`config.mk`:
```
export PLATFORM = sky130hd
export DESIGN_NAME = arm_banked_register_file_top
export DESIGN_NICKNAME = d
export VERILOG_FILES = /design/src/rtl/core/abrf_pkg.sv /design/src/rtl/core/arm_banked_register_file_top.sv /design/src/rtl/core/abrf_ctrl.sv /design/src/rtl/core/abrf_datapath.sv
export SDC_FILE = /design/constraint.sdc
export NUM_CORES = 2
export LEC_CHECK = 0
export BUFFER_PORTS_ARGS = -buffer_cell sky130_fd_sc_hd__buf_2
export CAP_MARGIN = 20
export CORE_ASPECT_RATIO = 1.2
export CORE_MARGIN = 2
export CORE_UTILIZATION = 30
export CTS_CLUSTER_SIZE = 24
export DETAILED_ROUTE_END_ITERATION = 7
export GPL_TIMING_DRIVEN = 0
export PLACE_DENSITY = 0.5
export REMOVE_ABC_BUFFERS = 1
export SLEW_MARGIN = 20
export SYNTH_ARGS = -nofsm -noshare
export SYNTH_HDL_FRONTEND = slang
export SYNTH_SLANG_ARGS = --single-unit
```
`constraint.sdc`:
```
create_clock -name clk -period 4.94 [get_ports clk]
set_clock_uncertainty 0.15 [all_clocks]
set_input_delay 0.494 -clock clk [delete_from_list [all_inputs] [get_ports clk]]
set_output_delay 0.494 -clock clk [all_outputs]
set_load 0.01 [all_outputs]
```
`src/rtl/core/abrf_pkg.sv`:
```
// ----------------------------------------------------------------------------
// abrf_pkg
// Shared types, mode codes and helper functions for the banked register file.
// ----------------------------------------------------------------------------
package abrf_pkg;

  // Action codes carried on the action port.
  typedef enum logic [2:0] {
    ACT_READ_REG   = 3'd0,
    ACT_WRITE_REG  = 3'd1,
    ACT_WRITE_CPSR = 3'd2,
    ACT_READ_SPSR  = 3'd3,
    ACT_WRITE_SPSR = 3'd4,
    ACT_EXCEPTION  = 3'd5,
    ACT_COND_TEST  = 3'd6,
    ACT_NONE       = 3'd7
  } action_t;

  // Internal mode index; MODE_BAD flags an undefined mode field.
  typedef enum logic [2:0] {
    MODE_USR = 3'd0,
    MODE_FIQ = 3'd1,
    MODE_IRQ = 3'd2,
    MODE_SVC = 3'd3,
    MODE_ABT = 3'd4,
    MODE_UND = 3'd5,
    MODE_SYS = 3'd6,
    MODE_BAD = 3'd7
  } mode_t;

  // Architectural mode field encodings.
  localparam logic [4:0] MBITS_USR = 5'h10;
  localparam logic [4:0] MBITS_FIQ = 5'h11;
  localparam logic [4:0] MBITS_IRQ = 5'h12;
  localparam logic [4:0] MBITS_SVC = 5'h13;
  localparam logic [4:0] MBITS_ABT = 5'h17;
  localparam logic [4:0] MBITS_UND = 5'h1B;
  localparam logic [4:0] MBITS_SYS = 5'h1F;

  localparam logic [31:0] RESET_SP  = 32'h0300_7F00;
  localparam logic [31:0] RESET_PSR = 32'h6000_001F;
  localparam logic [31:0] RESET_R0  = 32'h0800_0000;
  localparam logic [31:0] RESET_R1  = 32'h0000_00EA;

  localparam int T_BIT = 5;
  localparam int I_BIT = 7;

  // FSM states of the controller.
  typedef enum logic [1:0] {
    ST_IDLE = 2'd0,
    ST_EXEC = 2'd1,
    ST_RESP = 2'd2
  } state_t;

  // Controller to datapath commands.
  typedef struct packed {
    logic load;   // capture the input beat
    logic exec;   // perform the action and register the result
  } cmd_t;

  function automatic mode_t decode_mode(input logic [4:0] bits);
    mode_t m;
    case (bits)
      MBITS_USR: m = MODE_USR;
      MBITS_FIQ: m = MODE_FIQ;
      MBITS_IRQ: m = MODE_IRQ;
      MBITS_SVC: m = MODE_SVC;
      MBITS_ABT: m = MODE_ABT;
      MBITS_UND: m = MODE_UND;
      MBITS_SYS: m = MODE_SYS;
      default:   m = MODE_BAD;
    endcase
    return m;
  endfunction

  // Privileged exception modes own an SPSR and a private r13/r14 bank.
  function automatic logic has_saved(input mode_t m);
    return (m == MODE_FIQ) || (m == MODE_IRQ) || (m == MODE_SVC) ||
           (m == MODE_ABT) || (m == MODE_UND);
  endfunction

  // r13/r14 bank number; User and System share bank zero.
  function automatic logic [2:0] sl_bank(input mode_t m);
    return has_saved(m) ? 3'(m) : 3'd0;
  endfunction

  function automatic logic cond_holds(input logic [3:0] cond, input logic [31:0] psr);
    logic n, z, c, v, r;
    n = psr[31];
    z = psr[30];
    c = psr[29];
    v = psr[28];
    case (cond)
      4'd0:    r = z;
      4'd1:    r = !z;
      4'd2:    r = c;
      4'd3:    r = !c;
      4'd4:    r = n;
      4'd5:    r = !n;
      4'd6:    r = v;
      4'd7:    r = !v;
      4'd8:    r = c && !z;
      4'd9:    r = !c || z;
      4'd10:   r = (n == v);
      4'd11:   r = (n != v);
      4'd12:   r = !z && (n == v);
      4'd13:   r = z || (n != v);
      default: r = 1'b1;
    endcase
    return r;
  endfunction

endpackage

```
`src/rtl/core/arm_banked_register_file_top.sv`:
```
// ----------------------------------------------------------------------------
// arm_banked_register_file_top
// Mode-banked r0-r14, CPSR/SPSR, exception entry and condition test.
// ----------------------------------------------------------------------------
//
//  channel  | handshake           | payload
//  ---------+---------------------+---------------------------------------------
//  request  | start / busy        | action, reg_index, write_data,
//           |                     | target_mode_bits, is_irq, pc_value, cond_code
//  result   | done (1-cycle beat) | read_data, psr_now, cond_pass, status
//
//  A beat is taken at an edge with start high and busy low. Each beat goes
//  through capture, an execute step through the bank muxes and the register
//  write port, then the result is shown for exactly one cycle with
//  done high. busy stays high from capture through the result cycle.
//  Synchronous active-high rst restores the reset register contents and the
//  System-mode CPSR; no clearing pass. The receiver cannot stall: done is
//  never held.
// ----------------------------------------------------------------------------
module arm_banked_register_file_top (
  input  logic        clk,
  input  logic        rst,
  input  logic        start,
  output logic        busy,
  input  logic [2:0]  action,
  input  logic [3:0]  reg_index,
  input  logic [31:0] write_data,
  input  logic [4:0]  target_mode_bits,
  input  logic        is_irq,
  input  logic [31:0] pc_value,
  input  logic [3:0]  cond_code,
  output logic        done,
  output logic [31:0] read_data,
  output logic [31:0] psr_now,
  output logic        cond_pass,
  output logic        status
);

  abrf_pkg::cmd_t cmd;

  // Sequencer: IDLE -> EXEC -> RESP
  abrf_ctrl u_ctrl (
    .clk   (clk),
    .rst   (rst),
    .start (start),
    .busy  (busy),
    .done  (done),
    .cmd   (cmd)
  );

  // Storage and the per-action logic
  abrf_datapath u_dp (
    .clk              (clk),
    .rst              (rst),
    .cmd              (cmd),
    .action           (action),
    .reg_index        (reg_index),
    .write_data       (write_data),
    .target_mode_bits (target_mode_bits),
    .is_irq           (is_irq),
    .pc_value         (pc_value),
    .cond_code        (cond_code),
    .read_data        (read_data),
    .psr_now          (psr_now),
    .cond_pass        (cond_pass),
    .status           (status)
  );

  // An accepted beat yields its result after passing the EXEC state, with done in RESP.
  a_latency: assert property (@(posedge clk) disable iff (rst)
    (start && !busy) |-> ##2 done)
    else $error("result strobe missing two cycles after accept");

  // The block is free again right after a result.
  a_free_after_done: assert property (@(posedge clk) disable iff (rst)
    done |=> !busy)
    else $error("busy still high after result");

  // A rejected mode leaves CPSR as it was.
  a_bad_mode_keeps_psr: assert property (@(posedge clk) disable iff (rst)
    (done && status) |-> (psr_now == $past(psr_now)))
    else $error("CPSR changed on invalid mode");

  // CPSR always holds a defined mode field.
  a_mode_defined: assert property (@(posedge clk) disable iff (rst)
    (psr_now[4:0] == abrf_pkg::MBITS_USR) || (psr_now[4:0] == abrf_pkg::MBITS_FIQ) ||
    (psr_now[4:0] == abrf_pkg::MBITS_IRQ) || (psr_now[4:0] == abrf_pkg::MBITS_SVC) ||
    (psr_now[4:0] == abrf_pkg::MBITS_ABT) || (psr_now[4:0] == abrf_pkg::MBITS_UND) ||
    (psr_now[4:0] == abrf_pkg::MBITS_SYS))
    else $error("CPSR holds an undefined mode");

endmodule

```
`src/rtl/core/abrf_ctrl.sv`:
```
// ----------------------------------------------------------------------------
// abrf_ctrl
// Sequencer: captures a beat, runs the execute state, presents the result.
// ----------------------------------------------------------------------------
module abrf_ctrl (
  input  logic            clk,
  input  logic            rst,
  input  logic            start,
  output logic            busy,
  output logic            done,
  output abrf_pkg::cmd_t  cmd
);

  abrf_pkg::state_t state;
  abrf_pkg::state_t state_next;

  always_ff @(posedge clk) begin
    if (rst) begin
      state <= abrf_pkg::ST_IDLE;
    end else begin
      state <= state_next;
    end
  end

  always_comb begin
    case (state)
      abrf_pkg::ST_IDLE: state_next = start ? abrf_pkg::ST_EXEC : abrf_pkg::ST_IDLE;
      abrf_pkg::ST_EXEC: state_next = abrf_pkg::ST_RESP;
      abrf_pkg::ST_RESP: state_next = abrf_pkg::ST_IDLE;
      default:           state_next = abrf_pkg::ST_IDLE;
    endcase
  end

  always_comb begin
    busy     = 1'b1;
    done     = 1'b0;
    cmd.load = 1'b0;
    cmd.exec = 1'b0;
    case (state)
      abrf_pkg::ST_IDLE: begin
        busy     = 1'b0;
        cmd.load = start;
      end
      abrf_pkg::ST_EXEC: begin
        cmd.exec = 1'b1;
      end
      abrf_pkg::ST_RESP: begin
        done = 1'b1;
      end
      default: begin
        busy = 1'b1;
      end
    endcase
  end

endmodule

```
`src/rtl/core/abrf_datapath.sv`:
```
// ----------------------------------------------------------------------------
// abrf_datapath
// Banked register storage, CPSR/SPSR, link formation and condition check.
// ----------------------------------------------------------------------------
module abrf_datapath (
  input  logic            clk,
  input  logic            rst,
  input  abrf_pkg::cmd_t  cmd,
  input  logic [2:0]      action,
  input  logic [3:0]      reg_index,
  input  logic [31:0]     write_data,
  input  logic [4:0]      target_mode_bits,
  input  logic            is_irq,
  input  logic [31:0]     pc_value,
  input  logic [3:0]      cond_code,
  output logic [31:0]     read_data,
  output logic [31:0]     psr_now,
  output logic            cond_pass,
  output logic            status
);

  // Captured beat
  abrf_pkg::action_t act_q;
  logic [3:0]        idx_q;
  logic [31:0]       data_q;
  logic [4:0]        tbits_q;
  logic              irq_q;
  logic [31:0]       pc_q;
  logic [3:0]        cond_q;

  // Architectural state
  logic [31:0]     low_regs [8];
  logic [31:0]     hi_shr   [5];
  logic [31:0]     hi_fiq   [5];
  logic [31:0]     sl_regs  [12];
  logic [31:0]     spsr     [5];
  logic [31:0]     cpsr;
  abrf_pkg::mode_t mode;

  // Decode of the captured beat
  logic [2:0]      hi_sel;
  logic [3:0]      sl_sel;
  logic [2:0]      spsr_sel;
  logic [31:0]     reg_rd;
  abrf_pkg::mode_t wr_mode;
  abrf_pkg::mode_t ex_mode;
  logic [3:0]      ex_sl_sel;
  logic [2:0]      ex_spsr_sel;
  logic            thumb;
  logic [31:0]     link;
  logic [31:0]     rd_next;
  logic            pass_next;
  logic            status_next;

  always_ff @(posedge clk) begin
    if (cmd.load) begin
      act_q   <= abrf_pkg::action_t'(action);
      idx_q   <= reg_index;
      data_q  <= write_data;
      tbits_q <= target_mode_bits;
      irq_q   <= is_irq;
      pc_q    <= pc_value;
      cond_q  <= cond_code;
    end
  end

  always_comb begin
    hi_sel      = idx_q[2:0];
    sl_sel      = {abrf_pkg::sl_bank(mode), idx_q[1]};
    spsr_sel    = 3'(mode) - 3'd1;
    wr_mode     = abrf_pkg::decode_mode(data_q[4:0]);
    ex_mode     = abrf_pkg::decode_mode(tbits_q);
    ex_sl_sel   = {abrf_pkg::sl_bank(ex_mode), 1'b1};
    ex_spsr_sel = 3'(ex_mode) - 3'd1;
    thumb       = cpsr[abrf_pkg::T_BIT];
    if (irq_q) begin
      link = thumb ? pc_q : pc_q - 32'd4;
    end else begin
      link = pc_q - (thumb ? 32'd2 : 32'd4);
    end

    if (idx_q < 4'd8) begin
      reg_rd = low_regs[idx_q[2:0]];
    end else if (idx_q < 4'd13) begin
      reg_rd = (mode == abrf_pkg::MODE_FIQ) ? hi_fiq[hi_sel] : hi_shr[hi_sel];
    end else if (idx_q < 4'd15) begin
      reg_rd = sl_regs[sl_sel];
    end else begin
      reg_rd = '0;
    end

    rd_next     = '0;
    pass_next   = 1'b0;
    status_next = 1'b0;
    case (act_q)
      abrf_pkg::ACT_READ_REG:   rd_next = reg_rd;
      abrf_pkg::ACT_WRITE_CPSR: status_next = (wr_mode == abrf_pkg::MODE_BAD);
      abrf_pkg::ACT_READ_SPSR:  rd_next = abrf_pkg::has_saved(mode) ? spsr[spsr_sel] : cpsr;
      abrf_pkg::ACT_WRITE_SPSR: begin
        status_next = !abrf_pkg::has_saved(mode) && (wr_mode == abrf_pkg::MODE_BAD);
      end
      abrf_pkg::ACT_EXCEPTION:  status_next = (ex_mode == abrf_pkg::MODE_BAD);
      abrf_pkg::ACT_COND_TEST:  pass_next = abrf_pkg::cond_holds(cond_q, cpsr);
      default:                  rd_next = '0;
    endcase
  end

  always_ff @(posedge clk) begin
    if (rst) begin
      for (int i = 0; i < 8; i++) begin
        low_regs[i] <= '0;
      end
      low_regs[0] <= abrf_pkg::RESET_R0;
      low_regs[1] <= abrf_pkg::RESET_R1;
      for (int i = 0; i < 5; i++) begin
        hi_shr[i] <= '0;
        hi_fiq[i] <= '0;
        spsr[i]   <= '0;
      end
      for (int i = 0; i < 6; i++) begin
        sl_regs[2*i]     <= abrf_pkg::RESET_SP;
        sl_regs[2*i + 1] <= '0;
      end
      cpsr      <= abrf_pkg::RESET_PSR;
      mode      <= abrf_pkg::MODE_SYS;
      read_data <= '0;
      cond_pass <= 1'b0;
      status    <= 1'b0;
    end else if (cmd.exec) begin
      read_data <= rd_next;
      cond_pass <= pass_next;
      status    <= status_next;
      case (act_q)
        abrf_pkg::ACT_WRITE_REG: begin
          if (idx_q < 4'd8) begin
            low_regs[idx_q[2:0]] <= data_q;
          end else if (idx_q < 4'd13) begin
            if (mode == abrf_pkg::MODE_FIQ) begin
              hi_fiq[hi_sel] <= data_q;
            end else begin
              hi_shr[hi_sel] <= data_q;
            end
          end else if (idx_q < 4'd15) begin
            sl_regs[sl_sel] <= data_q;
          end
        end
        abrf_pkg::ACT_WRITE_CPSR: begin
          if (wr_mode != abrf_pkg::MODE_BAD) begin
            cpsr <= data_q;
            mode <= wr_mode;
          end
        end
        abrf_pkg::ACT_WRITE_SPSR: begin
          if (abrf_pkg::has_saved(mode)) begin
            spsr[spsr_sel] <= data_q;
          end else if (wr_mode != abrf_pkg::MODE_BAD) begin
            cpsr <= data_q;
            mode <= wr_mode;
          end
        end
        abrf_pkg::ACT_EXCEPTION: begin
          if (ex_mode != abrf_pkg::MODE_BAD) begin
            sl_regs[ex_sl_sel] <= link;
            if (abrf_pkg::has_saved(ex_mode)) begin
              spsr[ex_spsr_sel] <= cpsr;
            end
            cpsr <= {cpsr[31:8], 1'b1, cpsr[6], 1'b0, tbits_q};
            mode <= ex_mode;
          end
        end
        default: begin
        end
      endcase
    end
  end

  assign psr_now = cpsr;

endmodule

```
# Word level (Yosys, flattened, before mapping)
# Memory sizes are Yosys's and may differ from the RTL's. A register that Yosys moved wholly into a read port is not among the register bits.
# Cells that the tools add are included.
[totals] reg_bits=152 latchBits=0 ramBits=1120 mem_bits_ro=0 out_inout_bits=68 elab_cells=214 memories=5
[op_classes] n_addsub=4 multipliers=0 n_div=0 magnitude_cmp=3 n_eq_ne=53 shifts=0 muxes=100 bitwise=3 n_reduce_logical=32
[memory_table] memory="u_dp.sl_regs" words=12 word_bits=32 read_ports=1 rd_clocked_by_memory_dff=0 write_ports=12 line_no="abrf_datapath.sv:35" source="logic [31:0] sl_regs [12];"
[memory_table] memory="u_dp.low_regs" words=8 word_bits=32 read_ports=1 rd_clocked_by_memory_dff=1 write_ports=8 line_no="abrf_datapath.sv:32" source="logic [31:0] low_regs [8];"
[memory_table] memory="u_dp.hi_fiq" words=5 word_bits=32 read_ports=1 rd_clocked_by_memory_dff=1 write_ports=5 line_no="abrf_datapath.sv:34" source="logic [31:0] hi_fiq [5];"
[memory_table] memory="u_dp.hi_shr" words=5 word_bits=32 read_ports=1 rd_clocked_by_memory_dff=1 write_ports=5 line_no="abrf_datapath.sv:33" source="logic [31:0] hi_shr [5];"
[memory_table] memory="u_dp.spsr" words=5 word_bits=32 read_ports=1 rd_clocked_by_memory_dff=0 write_ports=5 line_no="abrf_datapath.sv:36" source="logic [31:0] spsr [5];"
[op_table] op="2-to-1 mux 32 bit" n=18
[op_table] op="OR reduction 32 bit" n=7
[op_table] op="one-hot mux 32 bit (3 select lines)" n=1
[op_table] op="== test 5 bit (second input constant)" n=14
[op_table] op="one-hot mux 32 bit (2 select lines)" n=1
[op_table] op="2-to-1 mux 1 bit" n=57
[op_table] op="2-to-1 mux 3 bit" n=14
[op_table] op="one-hot mux 3 bit (7 select lines)" n=2
[op_table] op="subtractor 32 x 3 -> 32 bit (second input constant)" n=1
[op_table] op="subtractor 32 bit" n=1
[op_table] op="== test 3 bit (second input constant)" n=9
[op_table] op="== test 4 bit (second input constant)" n=6
[op_table] op="== test 3 x 2 -> 1 bit (second input constant)" n=6
[op_table] op="== test 4 x 3 -> 1 bit (second input constant)" n=4
[op_table] op="one-hot mux 1 bit (14 select lines)" n=1
[op_table] op="< comparator 4 bit (second input constant)" n=3
[op_table] op="logical OR 1 bit" n=10
[op_table] op="== test 3 x 1 -> 1 bit (second input constant)" n=3
[op_table] op="one-hot mux 3 bit (3 select lines)" n=1
[op_table] op="== test 4 x 2 -> 1 bit (second input constant)" n=2
[op_table] op="2-to-1 mux 4 bit" n=2
[op_table] op="2-to-1 mux 8 bit" n=1
[op_table] op="AND reduction 4 bit" n=2
[op_table] op="inequality test 3 bit (second input constant)" n=2
[op_table] op="19 further kinds" n=27

# Longest topological paths before layout
[depth] ltp_word=15 mapped_depth=14 mapped_depth_nobuf=11

# Hierarchy
# A second synthesis with hierarchy kept.
[unflattened] hier_cells=4858 hier_area_um2=73041.3
[modules_own_cells] mod="abrf_datapath" n_inst=1 cells_each=4850 area_each_um2=72950.0 seq_area_each_um2=49998.0
[modules_own_cells] mod="abrf_ctrl" n_inst=1 cells_each=8 area_each_um2=91.3 seq_area_each_um2=40.0

# Worst setup path after synthesis
# No wires, ideal clock.
[synth_path] path_type="register to register" start="reg u_ctrl.state[0]" end="reg (tool-made name)" setup_time_ns=0.076 t_arrival_ns=4.789 required_time_ns=4.714 setup_slack_ns=-0.075 stages_incl_launch_ff=4 n_path_buf=0 synth_period_minus_slack_ns=5.015 path_cell_list="dfxtp_1 > or2_2 > nor2_1 > mux2_2"
[synth_lines] item="from (decl)" line_no="abrf_ctrl.sv:14" source="abrf_pkg::state_t state;"
[synth_lines] item="from (signal assigned)" line_no="abrf_ctrl.sv:19" source="state <= abrf_pkg::ST_IDLE;"
[synth_lines] item="from (signal assigned)" line_no="abrf_ctrl.sv:21" source="state <= state_next;"

==> results.txt <==
status -> completed
endpoints failing hold -> 0
CP Max Fanout -> 21
largest net degree at the start of global routing -> 66
area occupied by multi-input gates -> 0.02400 mm^2
sequential area share after synthesis -> 67.45%
io pins -> 152
Unique masters post-synth -> 89
Worst Hold Class -> primary input to register
Post-Syn Area -> 0.07418 mm^2
Layout Nets -> 5,475
register area -> 0.05006 mm^2
Via density -> 5.075
Mapped Cells -> 4,937
Final HPWL DP -> 167,800 um
Arr. time, crit path -> 5.22 ns
internal power -> 24.52 mW
number of cell rows -> 200
IO buf count -> 151
Comb pwr share -> 8.7%
Min-Delay Startpoint -> write_data[4]
Core Region -> 0.2467 mm^2
Ys Warns -> 0
Worst setup EP type -> register
worst hold slack -> 0.2078 ns
area grow syn2layout -> 20.57%
max frequency -> 204.8 MHz
gr usage total -> 19.54%
Layout Cell Area excl Fill -> 0.08944 mm^2
Max Cap Viol -> 0
r2r startpoint -> u_dp.mode[1]
period utilization -> 98.85%
die width -> 458.0 um
Post-synth ARST share -> 0%
total negative slack -> 0 ns
die area -> 0.2513 mm^2
reg-to-reg slack, setup -> 0.06 ns
Clk pin slew, worst setup/hold paths -> 0.06 ns
Iter 0 DRT Violations -> 4,234
worst skew pair latency -> 0.84 ns
RePlAce Congestion -> 0.8299
WL/cell -> 28.60 um
fraction of power spent switching nets -> 23.91%
reg2reg end -> u_dp.sl_regs[1][5]
FILL cells -> 23,454
Final Max Tran Viols -> 0
crit path kind -> register to register
final setup violation count -> 0
Starting Density -> 30.07%
DRC -> 0
Psw -> 7.703 mW
FF-to-FF path depth -> 8
DP Area -> 0.08258 mm^2
clk buf depth -> 4
Reg power frac -> 50.9%
antenna-violating nets left -> 0
clock sinks -> 1,691
Initial DRT Pass Iterations -> 5
Util after Layout -> 36.25%
CTS buffer count -> 178
Main synth FF type -> edfxtp_1
vias in the first global route -> 45,156
Crit path required time -> 5.28 ns
Worst setup SP type -> register
Max VDD drop -> 0.0002489 V
CTS root buffer -> clkbuf_16
clock share of power -> 40.4%
gr ovfl total -> 0
antenna violations before repair -> 11
die span in y -> 548.7 um
layout cells sized above 1 -> 22.29%
Worst-Margin Slew -> 1.352 ns
Lkg Pwr -> 32.20 nW
H-tree levels -> 4
Final Power -> 32.22 mW
hold path cells -> 2
vias -> 44,400
Post-Route WL -> 250,200 um
CTS tree -> yes
Power Dens Cells -> 360.2 mW/mm^2
Yosys reg bits -> 1,691
first-pass GRT wire length -> 349,200 um
Syn Area/Cell -> 15.03 um^2
EDFF count, synth -> 1,617
Hold EP -> u_dp.data_q[4]
Final Critical Period -> 4.883 ns
Slew headroom -> 9.472%
RSZ-0062 raised after global routing -> false
## metal layers
layer  part of all wire, %  track usage (%)  vias to the layer above  routed length [um]
met5                     0                0                        -                   0
met4                   6.6            11.24                        0               16490
met1                    39            23.62                    23263               96330
li1                      -                -                    19210                   -
met3                   5.3            2.472                      422               13160
met2                    50            33.60                     1505              124200
## sequential cells by signal (all words and copies together) (netlist names), 4 cells and up, named ones only
name,cells
u_dp.idx_q,4
u_dp.spsr,256
u_dp.pc_q,32
u_dp.data_q,32
u_dp.psr_now,32
u_dp.cond_q,4
u_dp.hi_fiq,256
u_dp.read_data,32
u_dp.sl_regs,512
u_dp.low_regs,256
u_dp.hi_shr,256
u_dp.tbits_q,5
## cell families (layout without fill, tap and decap cells)
| group | Yosys count | count (layout) | synth area share, % |
|---|---|---|---|
| other | 1 | 198 | 0.005055 |
| multiplexers | 587 | 587 | 13.60 |
| adder cells (fa/ha/maj) | 14 | 14 | 0.2462 |
| buffers and inverters | 486 | 851 | 2.591 |
| AND/OR/NAND/NOR | 1683 | 1698 | 11.44 |
| flip-flops | 1691 | 1691 | 67.45 |
| AO/OA/AOI/OAI | 449 | 451 | 4.365 |
| XOR/XNOR | 26 | 26 | 0.3070 |
## power by group through the flow
stage | registers (mW) | logic [mW] | clock network [mW]
final | 16.4 | 2.79 | 13.0
after global routing | 16.4 | 2.91 | 13.8
after CTS | 16.4 | 2.78 | 13.3
after detailed placement | 16.7 | 2.69 | 0
after global placement | 17.1 | 2.35 | 0
after floorplan | 16.8 | 1.37 | 0
## stage by stage
step / instances / setup slack [ns]
5_1_grt: 8744 / 0.03950
2_1_floorplan: 4722 / -5.251
3_3_place_gp: 8105 / -15.40
4_1_cts: 8725 / 0.002839
6_report: 8748 / 0.05678
3_5_place_dp: 8303 / -1.355
## layout by cell type, fill, tap and decap left out, types with 21 or more instances in the layout
cell and count:
a22oi_1 50, nor2_1 648, o221ai_1 21, a21o_1 25, buf_12 29, clkbuf_1 38
buf_8 65, a221oi_1 26, clkbuf_16 183, clkinv_1 34, nand2b_4 28, o21ai_0 33
mux4_2 331, mux2i_1 189, and2_1 576, conb_1 192, nand2_1 141, edfxtp_1 1617
inv_1 77, buf_16 70, xnor2_1 21, clkinv_2 30, dfxtp_1 69, a21oi_1 91
nor2_4 28, buf_4 41, nor3_1 47, nand3_1 37, dlygate4sd3_1 83, mux2_2 55
or3_1 26, buf_2 157
## area by class of cell
class | count | share of cell area, %
clock buffers | 231 | 5.433
multi-input cells | 2968 | 26.84
inverters | 80 | 0.3371
clock inverters | 82 | 0.6896
repair buffers | 458 | 6.201
diodes | 6 | 0.01679
flip-flops and latches | 1691 | 55.96
well taps | 3232 | 4.521
## critical path, stage by stage (launching register included)
cell	delay, ns
dfxtp_4	0.63
clkinv_2	0.41
ha_1	0.51
or4_4	0.72
nand3_4	0.32
nand2_1	0.13
o22a_1	0.52
nand2b_2	0.65
nand2b_4	0.46
## worst max-delay path by stage
stage / to / start / cells past startpoint
global placement: u_dp.spsr[1][0] / u_dp.mode[0] / 6
detailed placement: u_dp.sl_regs[10][19] / u_dp.mode[1] / 8
CTS: u_dp.sl_regs[9][5] / u_dp.mode[1] / 9
global route: u_dp.spsr[0][3] / u_dp.tbits_q[2] / 15
finish: u_dp.sl_regs[1][5] / u_dp.mode[1] / 8
floorplan: u_dp.spsr[0][0] / u_dp.mode[0] / 6
## timing repair
action,in CTS,in global routing
pin swaps,7,3
hold buffers,83,0
gates resized for setup,34,3
endpoints found under the hold margin,94,0
buffers inserted,11,12
gates cloned,15,2
setup endpoints to repair,1632,224
## cell usage after synthesis (37+ instances only)
cell / n / area share (%)
nor3_1: 48 / 0.32
mux4_2: 331 / 10
nand3_1: 40 / 0.27
and2_1: 575 / 4.8
dfxtp_1: 74 / 2.0
nand2_1: 143 / 0.72
edfxtp_1: 1617 / 65
mux2i_1: 201 / 2.7
nor2_1: 679 / 3.4
nand2b_1: 39 / 0.33
clkbuf_1: 303 / 1.5
buf_1: 37 / 0.19
a22oi_1: 50 / 0.51
mux2_2: 55 / 0.83
buf_2: 63 / 0.43
inv_1: 77 / 0.39
a21oi_1: 96 / 0.65
No activity file was read; power rests on OpenSTA's default activity.
